### src/design/isre_pkg.sv
// ---------------------------------------------------------------------------
// isre_pkg
// shared constants, operation codes and unit interface types for the
// i2c sensor register emulator
// ---------------------------------------------------------------------------
package isre_pkg;

    localparam int C_OP_W       = 3;
    localparam int C_ADDR_W     = 7;
    localparam int C_BYTE_W     = 8;
    localparam int C_CODE_W     = 14;
    localparam int C_WORD_W     = 16;
    localparam int C_SEED_W     = 32;
    localparam int C_FILE_BYTES = 8;
    localparam int C_IDX_W      = $clog2(C_FILE_BYTES);
    localparam int C_WIDX_W     = C_IDX_W - 1;
    localparam int C_FOLD_STEPS = 5;
    localparam int C_CNT_W      = $clog2(C_FOLD_STEPS);
    localparam int C_FOLD_SHIFT = 11;
    localparam int C_XY_FOLD    = 15;

    localparam logic [C_OP_W-1:0] OP_CONNECT    = 3'd0;
    localparam logic [C_OP_W-1:0] OP_READ       = 3'd1;
    localparam logic [C_OP_W-1:0] OP_WRITE      = 3'd2;
    localparam logic [C_OP_W-1:0] OP_DISCONNECT = 3'd3;
    localparam logic [C_OP_W-1:0] OP_FRAME_END  = 3'd4;

    localparam logic [C_SEED_W-1:0] C_LCG_MUL    = 32'd1664525;
    localparam logic [C_SEED_W-1:0] C_LCG_ADD    = 32'd1013904223;
    localparam logic [C_SEED_W-1:0] C_SEED_RESET = 32'hDEADBEEF;

    // moduli are 2*span+1, offsets fold the span and the 1 g bias
    localparam logic [C_WORD_W-1:0] C_XY_MOD = 16'd32769;
    localparam logic [C_WORD_W-1:0] C_Z_MOD  = 16'd2001;
    localparam logic [C_WORD_W-1:0] C_XY_OFS = 16'd16384;
    localparam logic [C_WORD_W-1:0] C_Z_OFS  = 16'd15384;

    // 2^11 is 47 mod 2001, 2^15 is -1 mod 32769
    localparam logic [C_SEED_W-1:0] C_FOLD_MUL = 32'd47;

    localparam logic [C_ADDR_W-1:0] C_ADDR_RESET = 7'h68;
    localparam logic [C_BYTE_W-1:0] C_PAST_END   = 8'hFF;
    localparam logic [C_CNT_W-1:0]  C_CNT_LAST   = C_CNT_W'(C_FOLD_STEPS - 1);

    typedef struct packed {
        logic start;
        logic z_axis;
    } t_noise_req;

    typedef struct packed {
        logic                done;
        logic [C_WORD_W-1:0] value;
    } t_noise_rsp;

endpackage

### src/design/isre_noise.sv
// ---------------------------------------------------------------------------
// isre_noise
// lcg step followed by a remainder unit that folds the seed by
// powers of two; returns the offset accel sample as a 16-bit two's
// complement word
// ---------------------------------------------------------------------------
module isre_noise
    import isre_pkg::*;
(
    input  logic       i_clk,
    input  logic       i_rst_n,
    input  t_noise_req i_req,
    output t_noise_rsp o_rsp
);

    localparam logic N_IDLE = 1'b0;
    localparam logic N_REM  = 1'b1;

    logic                r_nstate;
    logic [C_SEED_W-1:0] r_seed;
    logic                r_done;
    logic [C_SEED_W-1:0] r_acc;
    logic [C_CNT_W-1:0]  r_cnt;
    logic                r_z;
    logic [C_WORD_W-1:0] r_value;

    logic [C_SEED_W-1:0] w_prod;
    logic [C_SEED_W-1:0] w_lcg;
    logic [C_SEED_W-1:0] w_fold;
    logic                w_z_ge;
    logic [C_WORD_W-1:0] w_z_rem;
    logic [C_WORD_W:0]   w_xy_sum;
    logic                w_xy_neg;
    logic                w_xy_ge;
    logic [C_WORD_W-1:0] w_xy_rem;
    logic [C_WORD_W-1:0] w_final;

    assign w_prod = r_seed * C_LCG_MUL;
    assign w_lcg  = w_prod + C_LCG_ADD;

    // z: high part times 47 plus low 11 bits keeps the value mod 2001
    assign w_fold = C_SEED_W'({{C_FOLD_SHIFT{1'b0}}, r_acc[C_SEED_W-1:C_FOLD_SHIFT]}
                              * C_FOLD_MUL)
                  + {{(C_SEED_W-C_FOLD_SHIFT){1'b0}}, r_acc[C_FOLD_SHIFT-1:0]};
    // after five folds the value is below twice the modulus
    assign w_z_ge  = w_fold >= {{(C_SEED_W-C_WORD_W){1'b0}}, C_Z_MOD};
    assign w_z_rem = w_z_ge ? C_WORD_W'(w_fold - {{(C_SEED_W-C_WORD_W){1'b0}}, C_Z_MOD})
                            : w_fold[C_WORD_W-1:0];

    // x and y: low 15 bits minus middle 15 bits plus top 2 bits, then one correction
    assign w_xy_sum = {{(C_WORD_W+1-C_XY_FOLD){1'b0}}, r_acc[C_XY_FOLD-1:0]}
                    - {{(C_WORD_W+1-C_XY_FOLD){1'b0}}, r_acc[2*C_XY_FOLD-1:C_XY_FOLD]}
                    + {{(C_WORD_W+1-(C_SEED_W-2*C_XY_FOLD)){1'b0}},
                       r_acc[C_SEED_W-1:2*C_XY_FOLD]};
    assign w_xy_neg = w_xy_sum[C_WORD_W];
    assign w_xy_ge  = !w_xy_neg && (w_xy_sum >= {1'b0, C_XY_MOD});
    assign w_xy_rem = w_xy_neg ? C_WORD_W'(w_xy_sum + {1'b0, C_XY_MOD})
                    : w_xy_ge  ? C_WORD_W'(w_xy_sum - {1'b0, C_XY_MOD})
                               : w_xy_sum[C_WORD_W-1:0];

    assign w_final = r_z ? C_WORD_W'(w_z_rem + C_Z_OFS)
                         : C_WORD_W'(w_xy_rem - C_XY_OFS);

    always_ff @(posedge i_clk) begin
        if (!i_rst_n) begin
            r_nstate <= N_IDLE;
            r_seed   <= C_SEED_RESET;
            r_done   <= 1'b0;
        end else begin
            r_done <= 1'b0;
            case (r_nstate)
                N_IDLE: begin
                    if (i_req.start) begin
                        r_seed   <= w_lcg;
                        r_nstate <= N_REM;
                    end
                end
                N_REM: begin
                    if (r_cnt == C_CNT_LAST) begin
                        r_done   <= 1'b1;
                        r_nstate <= N_IDLE;
                    end
                end
                default: r_nstate <= N_IDLE;
            endcase
        end
    end

    always_ff @(posedge i_clk) begin
        if (r_nstate == N_IDLE) begin
            if (i_req.start) begin
                r_acc <= w_lcg;
                r_cnt <= '0;
                r_z   <= i_req.z_axis;
            end
        end else begin
            if (r_z) begin
                r_acc <= w_fold;
            end
            r_cnt <= C_CNT_W'(r_cnt + 1'b1);
            if (r_cnt == C_CNT_LAST) begin
                r_value <= w_final;
            end
        end
    end

    assign o_rsp.done  = r_done;
    assign o_rsp.value = r_value;

endmodule

### src/design/i2c_sensor_register_emulator.sv
// a result beat is registered and shown in the cycle after its input beat
// throughput: one beat per cycle for events that do not refresh the file, while the receiver does not stall
// a refresh holds off input for three lcg steps, each a multiply and then
//   the fold steps of the shared remainder unit
// reset (synchronous, active low) clears pointer and flag and reloads seed and address
// ---------------------------------------------------------------------------
// i2c_sensor_register_emulator
// i2c slave register file view of a temperature and accel sensor, with an
// auto-incrementing register pointer and lcg generated accel noise
// ---------------------------------------------------------------------------
module i2c_sensor_register_emulator
    import isre_pkg::*;
(
    input  logic                i_clk,
    input  logic                i_rst_n,
    input  logic                i_cfg_we,
    input  logic [C_ADDR_W-1:0] i_cfg_wdata,
    input  logic                i_in_valid,
    output logic                o_in_ready,
    input  logic [C_OP_W-1:0]   i_operation,
    input  logic [C_ADDR_W-1:0] i_bus_address,
    input  logic                i_read_request,
    input  logic [C_BYTE_W-1:0] i_write_byte,
    input  logic [C_CODE_W-1:0] i_adc_code,
    input  logic [C_BYTE_W-1:0] i_frame_length,
    output logic                o_out_valid,
    input  logic                i_out_ready,
    output logic                o_ack,
    output logic [C_BYTE_W-1:0] o_read_data
);

    localparam logic [1:0] S_IDLE = 2'd0;
    localparam logic [1:0] S_X    = 2'd1;
    localparam logic [1:0] S_Y    = 2'd2;
    localparam logic [1:0] S_Z    = 2'd3;

    logic [1:0]          r_state, n_state;
    logic [C_BYTE_W-1:0] r_ptr, n_ptr;
    logic                r_loaded, n_loaded;
    logic [C_ADDR_W-1:0] r_addr;
    logic                r_out_valid;
    logic                r_ack;
    logic [C_BYTE_W-1:0] r_rdata;
    logic [C_BYTE_W-1:0] r_sample [C_FILE_BYTES];

    logic                w_accept;
    logic                w_refresh;
    logic                w_res_ack;
    logic [C_BYTE_W-1:0] w_res_data;
    logic                w_wr_en;
    logic [C_WIDX_W-1:0] w_wr_idx;
    logic [C_WORD_W-1:0] w_wr_word;
    t_noise_req          w_req;
    t_noise_rsp          w_rsp;

    assign o_in_ready = (r_state == S_IDLE) && (!r_out_valid || i_out_ready);
    assign w_accept   = i_in_valid && o_in_ready;

    // event decode and pointer update
    always_comb begin
        n_ptr      = r_ptr;
        n_loaded   = r_loaded;
        w_res_ack  = 1'b0;
        w_res_data = '0;
        w_refresh  = 1'b0;
        if (w_accept) begin
            case (i_operation)
                OP_CONNECT: begin
                    if (i_bus_address == r_addr) begin
                        n_loaded  = 1'b0;
                        w_res_ack = 1'b1;
                        w_refresh = i_read_request;
                    end
                end
                OP_READ: begin
                    if (|r_ptr[C_BYTE_W-1:C_IDX_W]) begin
                        w_res_data = C_PAST_END;
                    end else begin
                        w_res_data = r_sample[r_ptr[C_IDX_W-1:0]];
                        n_ptr      = C_BYTE_W'(r_ptr + 1'b1);
                    end
                end
                OP_WRITE: begin
                    if (!r_loaded) begin
                        if (!(|i_write_byte[C_BYTE_W-1:C_IDX_W])) begin
                            n_ptr     = i_write_byte;
                            n_loaded  = 1'b1;
                            w_res_ack = 1'b1;
                        end
                    end else begin
                        n_ptr     = C_BYTE_W'(r_ptr + 1'b1);
                        w_res_ack = 1'b1;
                    end
                end
                OP_DISCONNECT: n_loaded = 1'b0;
                OP_FRAME_END:  w_refresh = (i_frame_length != '0);
                default: ;
            endcase
        end
    end

    // refresh sequencer: temperature word, then x, y, z from the noise unit
    always_comb begin
        n_state      = r_state;
        w_req.start  = 1'b0;
        w_req.z_axis = 1'b0;
        w_wr_en      = 1'b0;
        w_wr_idx     = '0;
        w_wr_word    = w_rsp.value;
        case (r_state)
            S_IDLE: begin
                if (w_refresh) begin
                    w_wr_en     = 1'b1;
                    w_wr_word   = {{(C_WORD_W-C_CODE_W){1'b0}}, i_adc_code};
                    w_req.start = 1'b1;
                    n_state     = S_X;
                end
            end
            S_X: begin
                if (w_rsp.done) begin
                    w_wr_en     = 1'b1;
                    w_wr_idx    = C_WIDX_W'(1);
                    w_req.start = 1'b1;
                    n_state     = S_Y;
                end
            end
            S_Y: begin
                if (w_rsp.done) begin
                    w_wr_en      = 1'b1;
                    w_wr_idx     = C_WIDX_W'(2);
                    w_req.start  = 1'b1;
                    w_req.z_axis = 1'b1;
                    n_state      = S_Z;
                end
            end
            S_Z: begin
                if (w_rsp.done) begin
                    w_wr_en  = 1'b1;
                    w_wr_idx = C_WIDX_W'(3);
                    n_state  = S_IDLE;
                end
            end
            default: n_state = S_IDLE;
        endcase
    end

    isre_noise u_noise (
        .i_clk   (i_clk),
        .i_rst_n (i_rst_n),
        .i_req   (w_req),
        .o_rsp   (w_rsp)
    );

    always_ff @(posedge i_clk) begin
        if (!i_rst_n) begin
            r_state     <= S_IDLE;
            r_ptr       <= '0;
            r_loaded    <= 1'b0;
            r_addr      <= C_ADDR_RESET;
            r_out_valid <= 1'b0;
        end else begin
            r_state  <= n_state;
            r_ptr    <= n_ptr;
            r_loaded <= n_loaded;
            if (i_cfg_we) begin
                r_addr <= i_cfg_wdata;
            end
            if (w_accept) begin
                r_out_valid <= 1'b1;
            end else if (i_out_ready) begin
                r_out_valid <= 1'b0;
            end
        end
    end

    always_ff @(posedge i_clk) begin
        if (w_accept) begin
            r_ack   <= w_res_ack;
            r_rdata <= w_res_data;
        end
        // big-endian word into the byte file
        if (w_wr_en) begin
            r_sample[{w_wr_idx, 1'b0}] <= w_wr_word[C_WORD_W-1:C_BYTE_W];
            r_sample[{w_wr_idx, 1'b1}] <= w_wr_word[C_BYTE_W-1:0];
        end
    end

    assign o_out_valid = r_out_valid;
    assign o_ack       = r_ack;
    assign o_read_data = r_rdata;

endmodule

### config.mk
export PLATFORM = sky130hd
export DESIGN_NAME = i2c_sensor_register_emulator
export DESIGN_NICKNAME = d
export VERILOG_FILES = /design/src/design/isre_pkg.sv /design/src/design/isre_noise.sv /design/src/design/i2c_sensor_register_emulator.sv
export SDC_FILE = /design/constraint.sdc
export NUM_CORES = 1
export LEC_CHECK = 0
export BUFFER_PORTS_ARGS = -buffer_cell sky130_fd_sc_hd__buf_2
export CAP_MARGIN = 30
export CELL_PAD_IN_SITES_DETAIL_PLACEMENT = 1
export CELL_PAD_IN_SITES_GLOBAL_PLACEMENT = 1
export CORE_ASPECT_RATIO = 0.6
export CORE_MARGIN = 1.5
export CORE_UTILIZATION = 30
export CTS_BUF_LIST = sky130_fd_sc_hd__clkbuf_4
export DETAILED_ROUTE_END_ITERATION = 10
export GPL_TIMING_DRIVEN = 1
export PLACE_DENSITY_LB_ADDON = 0.1
export SKIP_CTS_REPAIR_TIMING = 1
export SYNTH_ARGS = -nofsm -noshare
export SYNTH_HDL_FRONTEND = slang
export SYNTH_SLANG_ARGS = --single-unit
### constraint.sdc
create_clock -name i_clk -period 19.8 [get_ports i_clk]
set_input_delay 5.94 -clock i_clk [delete_from_list [all_inputs] [get_ports i_clk]]
set_output_delay 5.94 -clock i_clk [all_outputs]
set_load 0.01 [all_outputs]
* After elaboration in Yosys (flattened, before gate mapping)
Memories as Yosys holds them, arrays and structs flattened. A register that Yosys moved wholly into a read port is not among the register bits.
Index checks and enable logic that the tools add are counted.
** Cells by class
- Add/sub/neg operators :: 11
- Multiply operators :: 2
- Order comparisons :: 2
- Equality and inequality tests :: 17
- Mux-type cells :: 48
- Bitwise operators :: 1
- Reductions and logical operators :: 23
** Operators by type and width (count)
- 16-bit two-way mux :: 6
- 32-bit two-way mux :: 3
- 32-bit by 30-bit adder with 32-bit output (second input constant) :: 1
- 32-bit by 21-bit multiplier with 32-bit output (second input constant) :: 1
- 8-bit two-way mux :: 4
- 27-bit by 11-bit adder with 28-bit output :: 1
- 28-bit by 11-bit >= comparator with 1-bit output (second input constant) :: 1
- 21-bit by 6-bit multiplier with 27-bit output (second input constant) :: 1
- 17-bit by 2-bit adder with 17-bit output :: 1
- 17-bit by 16-bit >= comparator with 1-bit output (second input constant) :: 1
- 16-bit by 14-bit adder with 16-bit output (second input constant) :: 1
- 16-bit adder (second input constant) :: 1
- 1-bit two-way mux :: 16
- 8-bit case mux with 2 select lines :: 1
- 15-bit by 15-bit subtractor with 16-bit output :: 1
- 16-bit by 11-bit subtractor with 16-bit output (second input constant) :: 1
- 16-bit by 15-bit subtractor with 16-bit output (second input constant) :: 1
- 16-bit subtractor (second input constant) :: 1
- 2-bit two-way mux :: 6
- 3-bit two-way mux :: 4
- 5-bit OR reduction :: 2
- 8-bit by 1-bit adder with 8-bit output (second input constant) :: 1
- 2-bit inequality test (second input constant) :: 4
- 1-bit case mux with 2 select lines :: 4
- other kinds (25) :: 40
** Storage, ports and cells
- Register bits after elaboration :: 114
- Memory bits (writable) :: 64
- Input bits :: 53
- Output and inout bits :: 11
- Memories kept :: 1
** Memories
- r_sample :: depth 8, width 8, rd ports 1, clocked after memory_dff 1, write ports 2, RTL line i2c_sensor_register_emulator.sv:44 : logic [C_BYTE_W-1:0] r_sample [C_FILE_BYTES];

* Depth between registers and ports, before layout
Gate-level depths: netlist of run 1.
- Word-level depth :: 9
- Depth in mapped cells :: 29

* By module
Synthesis of run 1 repeated with hierarchy kept, for this count alone.
** Unflattened totals
- Cell total of the unflattened synthesis :: 2129
- Area total of the unflattened synthesis :: 21072.7 µm²
** By module, submodules not included
- isre_noise :: instances 1, cells an instance 1828, area an instance 16752.3 µm², sequential area each 2242.2 µm²
- i2c_sensor_register_emulator :: instances 1, cells an instance 301, area an instance 4320.4 µm², sequential area each 2632.5 µm²

* Least setup slack after synthesis of run 1
Ideal clock, no wire load.
- Kind :: input port to output port
- Start point :: in i_out_ready
- End point :: out o_in_ready
- Arrival :: 6251 ps
- Path slack :: 7609 ps
- Stages on the path :: 2
- Path through :: nand2b_1 > and2_1
** Between the ends
- Word-level cells in the longest chain between the ends :: 2
** RTL lines
- start, declared :: RTL line i2c_sensor_register_emulator.sv:27 : input logic i_out_ready,
- 1-bit logical OR :: RTL line i2c_sensor_register_emulator.sv:56 : assign o_in_ready = (r_state == S_IDLE) && (!r_out_valid || i_out_ready);
- 1-bit logical AND :: RTL line i2c_sensor_register_emulator.sv:56
- end, declared :: RTL line i2c_sensor_register_emulator.sv:19 : output logic o_in_ready,
Every way passes these cells.

* Worst setup path after layout of run 1
Ends and elaborated chain as after synthesis.

==> run metrics, run 1 <==
status=finished clean; clk slew on worst S/H paths=210 ps; Max clock buf depth=2; grt ovf=0; 1st-iter DRT viols=955; TritonCTS clock tree=done; Req. time, crit path=13860 ps; Die Wd=343.2 um; drt via density=4.995; top cells by area, synth=fa_1 (20%), edfxtp_1 (18%), ha_1 (16%); ys flop type=edfxtp_1; Synth Cell Area=0.02083 mm2; Setup crit end=o_in_ready; Pins Over Slew Limit=0; dpl cell area=0.02224 mm2; io pins=64; Fillers=7840; Max Fclk=80.42 MHz; minimum clock period=12440 ps; CP Max Fanout=2; All-Layer GR Usage=18.43%; placer's final routability congestion estimate=0.8329; global-route wire length before repair=99640 um; worst reg2reg path startpoint=u_noise.r_acc[16]; Worst Setup Start Kind=primary input; # setup viols final=0; Slowest-stage cell, CP=and2_1; P&R area growth vs syn=8.392%; Initial Util=30.48%; largest net degree at the start of global routing=59; reg2reg path depth=25; initial antenna violation count=3; Finished Cell Area=0.02258 mm2; CTS buffer count=17; ys async rst share=0%; reg2reg end=u_noise.r_value[11]; Residual DRC=0; crit path capture type=output pin; Worst slew margin=36.33%; Final Cycle Share=62.80%; Syn Inst Count=2096; Root Driver=clkbuf_4; slowest stage delay, CP=170 ps; setup_tns=0 ps; Max Cap Viol=0; Multi-input gate area=0.01449 mm2; Post-synth EDFFs=125; Clock Latency Late Sink=630 ps; Slew @ Worst Pin=945.1 ps; RSZ-0062 raised after global routing=false; Routed Antenna Nets=0; reg-to-reg setup timing slack=11490 ps; WL/cell=20.79 um; CP startpoint=i_out_ready; sequential fraction of the synthesis area=23.41%; drt first pass iters=9; CP arrival=6500 ps; Post-Synthesis Net Count=2621; final hold vios=0; H-tree depth=4; Yosys warnings=0; CP delay by family, top=simple AND/OR/NAND/NOR gates; most frequent cells in the layout=inv_1 (343), ha_1 (266), fa_1 (206), nand2_1 (126), edfxtp_1 (125); DP HPWL=54440 um; Cell variety after synth=92; area leader, netlist=fa_1; Final Net Count=2668; mean area per synthesized cell=9.937 um2; via count=15340; worst setup path class=in2out; die height=207.1 um; Core Rows=74; post-synth top area share=19.80%; FF+latch count, synth=181; FF+latch area=0.004876 mm2; Worst path depth=4; CP Buf/Inv Count=2; share of cells above drive strength 1=8.488%; Clock Sinks=181; Core Region=0.06833 mm2; I/O Buffers=63; vias in the first global route=16190; commonest non-fill, non-tap cell in the layout=inv_1; clk_skew=53.27 ps; cell mode on critical path=buf_2; WL final=63830 um; CP cell instances=buf_2 -> nand2b_1 -> and2_1 -> buf_2; DIE AREA=0.07107 mm2; HP Class=reg2reg
-- tightest hold or removal path, cell delays in order, from the launching register on --
cell      delay (ps)
dfxtp_1          370
nand2_1           60
o211ai_1          70
-- layer usage --
metal	vias to the layer above	global-route usage, %	part of all wire [%]
met4	0	1.625	0.40
met1	7771	31.22	58
met2	222	24.17	37
li1	7326	-	-
met5	-	0	0
met3	16	3.267	4.3
-- how the worst min path moves through the flow --
stage / start / cells after the start / end / slack (ps)
after floorplan: u_noise.r_seed[30] / 2 / u_noise.r_seed[30] / 460
after global placement: r_addr[3] / 2 / r_addr[3] / 490
final: u_noise.r_seed[31] / 2 / u_noise.r_seed[31] / 520
after CTS: u_noise.r_seed[31] / 2 / u_noise.r_seed[31] / 530
after global routing: u_noise.r_seed[31] / 2 / u_noise.r_seed[31] / 560
after detailed placement: r_addr[5] / 2 / r_addr[5] / 500
-- kinds of logic after synthesis --
family	after synthesis	share of synthesized area, %
AO/OA/AOI/OAI	391	12.47
buffers and inverters	393	7.119
flip-flops	181	23.41
AND/OR/NAND/NOR	465	11.55
adder cells (fa/ha/maj)	472	35.78
XOR/XNOR	124	5.251
multiplexers	70	4.434
-- cell type report --
type | instances | area share, %
tap | 912 | 5.055
sequential | 181 | 21.60
inverter | 344 | 5.720
clock buffer | 17 | 0.5653
clock inverter | 15 | 0.9145
multi-input combinational | 1522 | 64.19
timing repair buffer | 77 | 1.934
antenna | 2 | 0.02217
-- Yosys cell counts (36+ instances only) --
cell type,instances
ha_1,266
o21ai_0,89
fa_1,206
edfxtp_1,125
nor3_1,36
mux2i_1,36
xnor2_1,81
dfxtp_1,56
a21oi_1,96
nor2_1,86
inv_1,343
clkbuf_1,40
xor2_1,42
nand2_1,126
-- sequential cells by signal, indices dropped and copies added, names as in the netlist, named ones only --
name              flops
r_sample             64
u_noise.r_acc        32
u_noise.r_seed       32
u_noise.r_value      16
o_read_data           8
r_ptr                 8
r_addr                7
u_noise.r_cnt         3
r_state               2
o_ack                 1
o_out_valid           1
r_loaded              1
u_noise.r_done        1
u_noise.r_nstate      1
u_noise.r_z           1
-- through the flow --
| step | std cells | hold WS, ps | utilization (%) | setup WS (ps) |
|---|---|---|---|---|
| floorplan | 2096 | 459.2 | - | 7609 |
| global placement | 3034 | 492.0 | 32.50 | 7356 |
| finish | 3070 | 524.4 | 33.04 | 7365 |
| global route | 3069 | 556.3 | 33.03 | 7327 |
| CTS | 3068 | 525.3 | 33.03 | 7367 |
| detailed placement | 3036 | 498.1 | 32.54 | 7371 |
Power of run 1 is left out: the tool's default activity adds up to more than one toggle a clock period on the data nets, which glitch-free logic cannot reach.
==> run 2, diff against run 1 <==
--- a/config.mk
+++ b/config.mk
@@ -5,6 +5,7 @@
 export SDC_FILE = /design/constraint.sdc
 export NUM_CORES = 1
 export LEC_CHECK = 0
+export ABC_AREA = 1
 export BUFFER_PORTS_ARGS = -buffer_cell sky130_fd_sc_hd__buf_2
 export CAP_MARGIN = 30
 export CELL_PAD_IN_SITES_DETAIL_PLACEMENT = 1
==> constraint.sdc (replaced) <==
create_clock -name i_clk -period 12.6 [get_ports i_clk]
set_input_delay 3.78 -clock i_clk [delete_from_list [all_inputs] [get_ports i_clk]]
set_output_delay 3.78 -clock i_clk [all_outputs]
set_load 0.01 [all_outputs]
==> run metrics, run 2 <==
dpl cell area=0.02255 mm2 (was 0.02224 mm2); CP cell instances=buf_2 -> inv_1 -> nand2_1 -> inv_1 -> nor2_1 -> buf_2 (was buf_2 -> nand2b_1 -> and2_1 -> buf_2); Fillers=8377 (was 7840); grt ovf=0 (unchanged); Post-synth EDFFs=125 (unchanged); io pins=64 (unchanged); 1st-iter DRT viols=968 (was 955); CP startpoint=i_out_ready (unchanged); via count=16790 (was 15340); Cell variety after synth=54 (was 92); most frequent cells in the layout=inv_1 (519), nand2_1 (508), ha_1 (266), fa_1 (206), a21oi_1 (149) (was inv_1 (343), ha_1 (266), fa_1 (206), nand2_1 (126), edfxtp_1 (125)); Max Cap Viol=0 (unchanged); ys flop type=edfxtp_1 (unchanged); Final Non-Filler Cells=3524 (was 3070); WL/cell=20.12 um (was 20.79 um); met2 wire len=26790 um (was 23690 um); reg2reg end=u_noise.r_acc[27] (was u_noise.r_value[11]); Core Rows=75 (was 74); Core Region=0.06982 mm2 (was 0.06833 mm2); CP arrival=4260 ps (was 6500 ps); DIE AREA=0.07208 mm2 (was 0.07107 mm2); clk slew on worst S/H paths=170 ps (was 210 ps); Final Net Count=3110 (was 2668); placer's final routability congestion estimate=0.8513 (was 0.8329); mean area per synthesized cell=8.358 um2 (was 9.937 um2); biggest regs=r_sample x64, u_noise.r_acc x32, u_noise.r_seed x32 (unchanged); Worst Setup Start Kind=primary input (unchanged); RSZ-0062 raised after global routing=false (unchanged); Syn Inst Count=2528 (was 2096); main combinational cell family by area after synthesis=adder cells (unchanged); drt via density=4.764 (was 4.995); Root Driver=clkbuf_4 (unchanged); CP delay by family, top=buffers and inverters (was simple AND/OR/NAND/NOR gates); FF+latch count, synth=181 (unchanged); die height=208.6 um (was 207.1 um); Synth Area in Compound Gates=9.007% (was 12.47%); minimum clock period=8040 ps; Routed Antenna Nets=0 (unchanged); DP HPWL=60920 um (was 54440 um); All-Layer GR Usage=20.37% (was 18.43%); reg2reg path depth=22 (was 25); Commonest cells post-synth=inv_1 (519), nand2_1 (508), ha_1 (266) (was inv_1 (343), ha_1 (266), fa_1 (206)); Hold Crit Depth=2 (unchanged); top cells by area, synth=fa_1 (20%), edfxtp_1 (18%), ha_1 (16%) (unchanged); Initial Util=30.26% (was 30.48%); worst setup path class=in2out (unchanged); TritonCTS clock tree=done (unchanged); clk_skew=29.59 ps (was 53.27 ps); Final Cycle Share=63.81%; reg-to-reg setup timing slack=5680 ps (was 11490 ps); final hold vios=0 (unchanged); HP Class=reg2reg (unchanged); Post-Synth Adder-Cell Area=35.27% (was 35.78%); post-synth top area share=19.52% (was 19.80%); Clock Sinks=181 (unchanged); crit path capture type=output pin (unchanged); Req. time, crit path=8820 ps (was 13860 ps); top-count cell post-synth=inv_1 (unchanged); largest net degree at the start of global routing=46 (was 59); global-route wire length before repair=111300 um (was 99640 um); worst reg2reg path startpoint=u_noise.r_seed[1] (was u_noise.r_acc[16]); setup_tns=0 ps (unchanged); H-tree depth=4 (unchanged); I/O Buffers=63 (unchanged); Yosys warnings=0 (unchanged); vias in the first global route=18140 (was 16190); Residual DRC=0 (unchanged); ys async rst share=0% (unchanged); Post-Synthesis Net Count=3053 (was 2621); commonest non-fill, non-tap cell in the layout=inv_1 (unchanged); Highest Signal Layer=met4 (unchanged); worst hold endpoint=r_loaded (was u_noise.r_seed[31]); Pins Over Slew Limit=0 (unchanged); Hold Crit Start=r_loaded (was u_noise.r_seed[31]); Max clock buf depth=2 (unchanged); CP Buf/Inv Count=4 (was 2); slowest stage delay, CP=150 ps (was 170 ps); Worst path depth=6 (was 4); area leader, netlist=fa_1 (unchanged); Synth Area in XOR/XNOR=3.678% (was 5.251%); Placed Cells=3490 (was 3036); Max Fclk=124.4 MHz; share of cells above drive strength 1=8.083% (was 8.488%); WL final=70910 um (was 63830 um); # setup viols final=0 (unchanged); met3 wire length=2365 um (was 2743 um); initial antenna violation count=1 (was 3); Slew @ Worst Pin=888.4 ps (was 945.1 ps); sequential fraction of the synthesis area=23.07% (was 23.41%); P&R area growth vs syn=8.161% (was 8.392%); max reg flops=64 (unchanged); Die Wd=345.6 um (was 343.2 um); Largest Register=r_sample (unchanged); simple-gate area share of the yosys netlist=18.69% (was 11.55%); Slowest-stage cell, CP=buf_2 (was and2_1); drt first pass iters=5 (was 9); status=finished clean (unchanged); CTS buffer count=17 (unchanged); Synth Cell Area=0.02113 mm2 (was 0.02083 mm2); DRT met1 WL=41370 um (was 37140 um); mux share of post-synthesis cell area=0% (was 4.433%); Finished Cell Area=0.02285 mm2 (was 0.02258 mm2); Clock Latency Late Sink=680 ps (was 630 ps); Worst slew margin=40.71% (was 36.33%); CP Max Fanout=2 (unchanged)
run 2: cell count changes in the layout (fill, tap and decap cells not counted), moves of 20 or more:
cell / change
nand2_1: +382
inv_1: +176
nand3_1: +80
a21oi_1: +53
xnor2_1: -46
nor2_1: +39
mux2i_1: -36
nand2_2: +31
and3_1: -28
and2_1: -26
o211ai_1: -24
a21o_1: -20
run 2: final cells by class:
cell class | instances | area, um2 | area share, %
diodes | 2 | 5.005 | 0.02190
clock buffers | 18 | 135.1 | 0.5913
clock inverters | 14 | 162.7 | 0.7118
inverters | 535 | 2008 | 8.788
multi-input cells | 1775 | 14090 | 61.66
flip-flops and latches | 181 | 4875 | 21.33
well taps | 924 | 1156 | 5.059
repair buffers | 75 | 420.4 | 1.840
run 2: logic make-up after synthesis:
logic type      after synthesis
simple gates                883
buf+inv                     572
fa+ha+maj                   472
compound gates              333
flops                       181
xor+xnor                     87
run 2: metrics by stage:
stage / hold WS (ps) / utilization, % / worst slack [ps]
floorplan: 446.8 / - / 4753
global placement: 468.2 / 32.24 / 4521
detailed placement: 478.7 / 32.30 / 4557
CTS: 506.5 / 32.72 / 4557
global route: 542.2 / 32.73 / 4501
finish: 503.9 / 32.73 / 4560
run 2: worst max-delay path by stage:
stage	endpoint	slack, ps
6_report	o_in_ready	4560
5_1_grt	o_in_ready	4500
4_1_cts	o_in_ready	4560
3_5_place_dp	o_in_ready	4560
3_3_place_gp	o_in_ready	4520
2_1_floorplan	o_in_ready	4750
run 2: layer usage:
metal	track usage (%)	vias to the layer above
met5	0	-
met4	2.563	0
met3	1.949	17
met2	27.77	238
met1	34.27	8345
li1	-	8187
run 2: tightest hold or removal path: stages, from the launching register on:
cell and delay [ps]:
dfxtp_1 340, inv_1 60, a211oi_1 70
Power of run 2 is left out for the same reason.
==> run 3, diff against run 2 <==
==> constraint.sdc (replaced) <==
create_clock -name i_clk -period 6.9 [get_ports i_clk]
set_input_delay 2.07 -clock i_clk [delete_from_list [all_inputs] [get_ports i_clk]]
set_output_delay 2.07 -clock i_clk [all_outputs]
set_load 0.01 [all_outputs]
==> run metrics, run 3 (synthesis gave the netlist of run 2 again) <==
status=finished clean (unchanged); minimum clock period=6640 ps; Largest Register=r_sample (unchanged); via count=17040 (was 16790); Clock Sinks=181 (unchanged); Pins Over Slew Limit=0 (unchanged); reg2reg path depth=19 (was 22); biggest regs=r_sample x64, u_noise.r_acc x32, u_noise.r_seed x32 (unchanged); Worst Setup Start Kind=flip-flop (was primary input); Core Region=0.06982 mm2 (unchanged); io pins=64 (unchanged); initial antenna violation count=8 (was 1); Fin Hold WS=501.0 ps (was 503.9 ps); CTS buffer count=17 (unchanged); die height=208.6 um (unchanged); global-route wire length before repair=114700 um (was 111300 um); Worst slew margin=37.91% (was 40.71%); vias in the first global route=18230 (was 18140); reg2reg end=u_noise.r_acc[22] (was u_noise.r_acc[27]); placer's final routability congestion estimate=0.8875 (was 0.8513); CP arrival=7030 ps (was 4260 ps); RSZ-0062 raised after global routing=false (unchanged); Final Net Count=3125 (was 3110); worst reg2reg path startpoint=u_noise.r_seed[1] (unchanged); crit path capture type=flip-flop (was output pin); I/O Buffers=63 (unchanged); drt first pass iters=5 (unchanged); largest net degree at the start of global routing=46 (unchanged); Max clock buf depth=2 (unchanged); clk_skew=56.10 ps (was 29.59 ps); Die Wd=345.6 um (unchanged); Slew @ Worst Pin=928.0 ps (was 888.4 ps); grt ovf=0 (unchanged); DP HPWL=64050 um (was 60920 um); reg-to-reg setup timing slack=260 ps (was 5680 ps); Residual DRC=0 (unchanged); Root Driver=clkbuf_4 (unchanged); drt via density=4.812 (was 4.764); CP Max Fanout=5 (was 2); Max Cap Viol=0 (unchanged); TritonCTS clock tree=done (unchanged); H-tree depth=4 (unchanged); worst setup path class=reg2reg (was in2out); CP startpoint=u_noise.r_seed[1] (was i_out_ready); P&R area growth vs syn=9.155% (was 8.161%); Req. time, crit path=7290 ps (was 8820 ps); max reg flops=64 (unchanged); All-Layer GR Usage=21.32% (was 20.37%); Core Rows=75 (unchanged); # setup viols final=0 (unchanged); Final Cycle Share=96.23%; Max Fclk=150.6 MHz; Clock Latency Late Sink=740 ps (was 680 ps); Initial Util=30.26% (unchanged); DIE AREA=0.07208 mm2 (unchanged); WL/cell=21.11 um (was 20.12 um); worst slack, placed=-134.4 ps (was 4557 ps); WL final=74750 um (was 70910 um); 1st-iter DRT viols=885 (was 968); Setup crit end=u_noise.r_acc[22] (was o_in_ready); HP Class=reg2reg (unchanged); Final Worst Setup Slack=260.1 ps (was 4560 ps); share of cells above drive strength 1=9.070% (was 8.083%); commonest non-fill, non-tap cell in the layout=inv_1 (unchanged); clk slew on worst S/H paths=250 ps (was 170 ps); Routed Antenna Nets=0 (unchanged); most frequent cells in the layout=inv_1 (519), nand2_1 (508), ha_1 (264), fa_1 (206), a21oi_1 (147) (was inv_1 (519), nand2_1 (508), ha_1 (266), fa_1 (206), a21oi_1 (149)); final hold vios=0 (unchanged); Fillers=8392 (was 8377)
[run 3: area by class of cell]
cell class	count	area (um2)	area share, %
multi-input combinational	1775	14110	61.19
sequential	181	4883	21.18
inverter	535	2008	8.708
tap	924	1156	5.013
timing repair buffer	90	538.0	2.333
clock inverter	15	230.2	0.9983
clock buffer	17	127.6	0.5534
antenna	3	7.507	0.03255
[run 3: per-layer routing]
layer  global-route usage [%]  wire, um
met5                        0        34
met3                    5.087      4603
met4                    2.777       643
met1                    34.56     41880
met2                    28.29     27580
[run 3: worst max-delay path, cell delays in order (launching register included)]
cell     delay [ps]
dfxtp_1         390
inv_1           160
ha_1            520
xor2_1          390
xor2_1          200
fa_1            570
inv_1            60
fa_1            500
fa_1            540
inv_1            60
fa_1            530
inv_1            50
fa_1            520
inv_1            40
ha_1            380
nand2_1         120
o21a_1          200
o21ai_0         150
xnor2_1         190
o21ai_0         710
[run 3: metrics by stage]
step	area [um2]	util, %	setup TNS [ps]	std cells
floorplan	21130	-	0	2528
CTS	23020	32.98	-1017	3537
detailed placement	22670	32.47	-386.7	3505
global placement	22650	32.44	-418.2	3504
global route	23060	33.03	0	3540
finish	23060	33.03	0	3540
[run 3: worst min-delay path by stage]
stage / startpoint / endpoint / slack (ps) / depth (start not counted)
after floorplan: u_noise.r_seed[30] / u_noise.r_seed[30] / 450 / 2
after global placement: r_addr[6] / r_addr[6] / 460 / 2
after detailed placement: r_addr[5] / r_addr[5] / 470 / 2
after CTS: r_addr[5] / r_addr[5] / 500 / 2
after global routing: r_ptr[5] / r_ptr[5] / 510 / 2
final: r_ptr[5] / r_ptr[5] / 500 / 2
Power of run 3 is left out for the same reason.
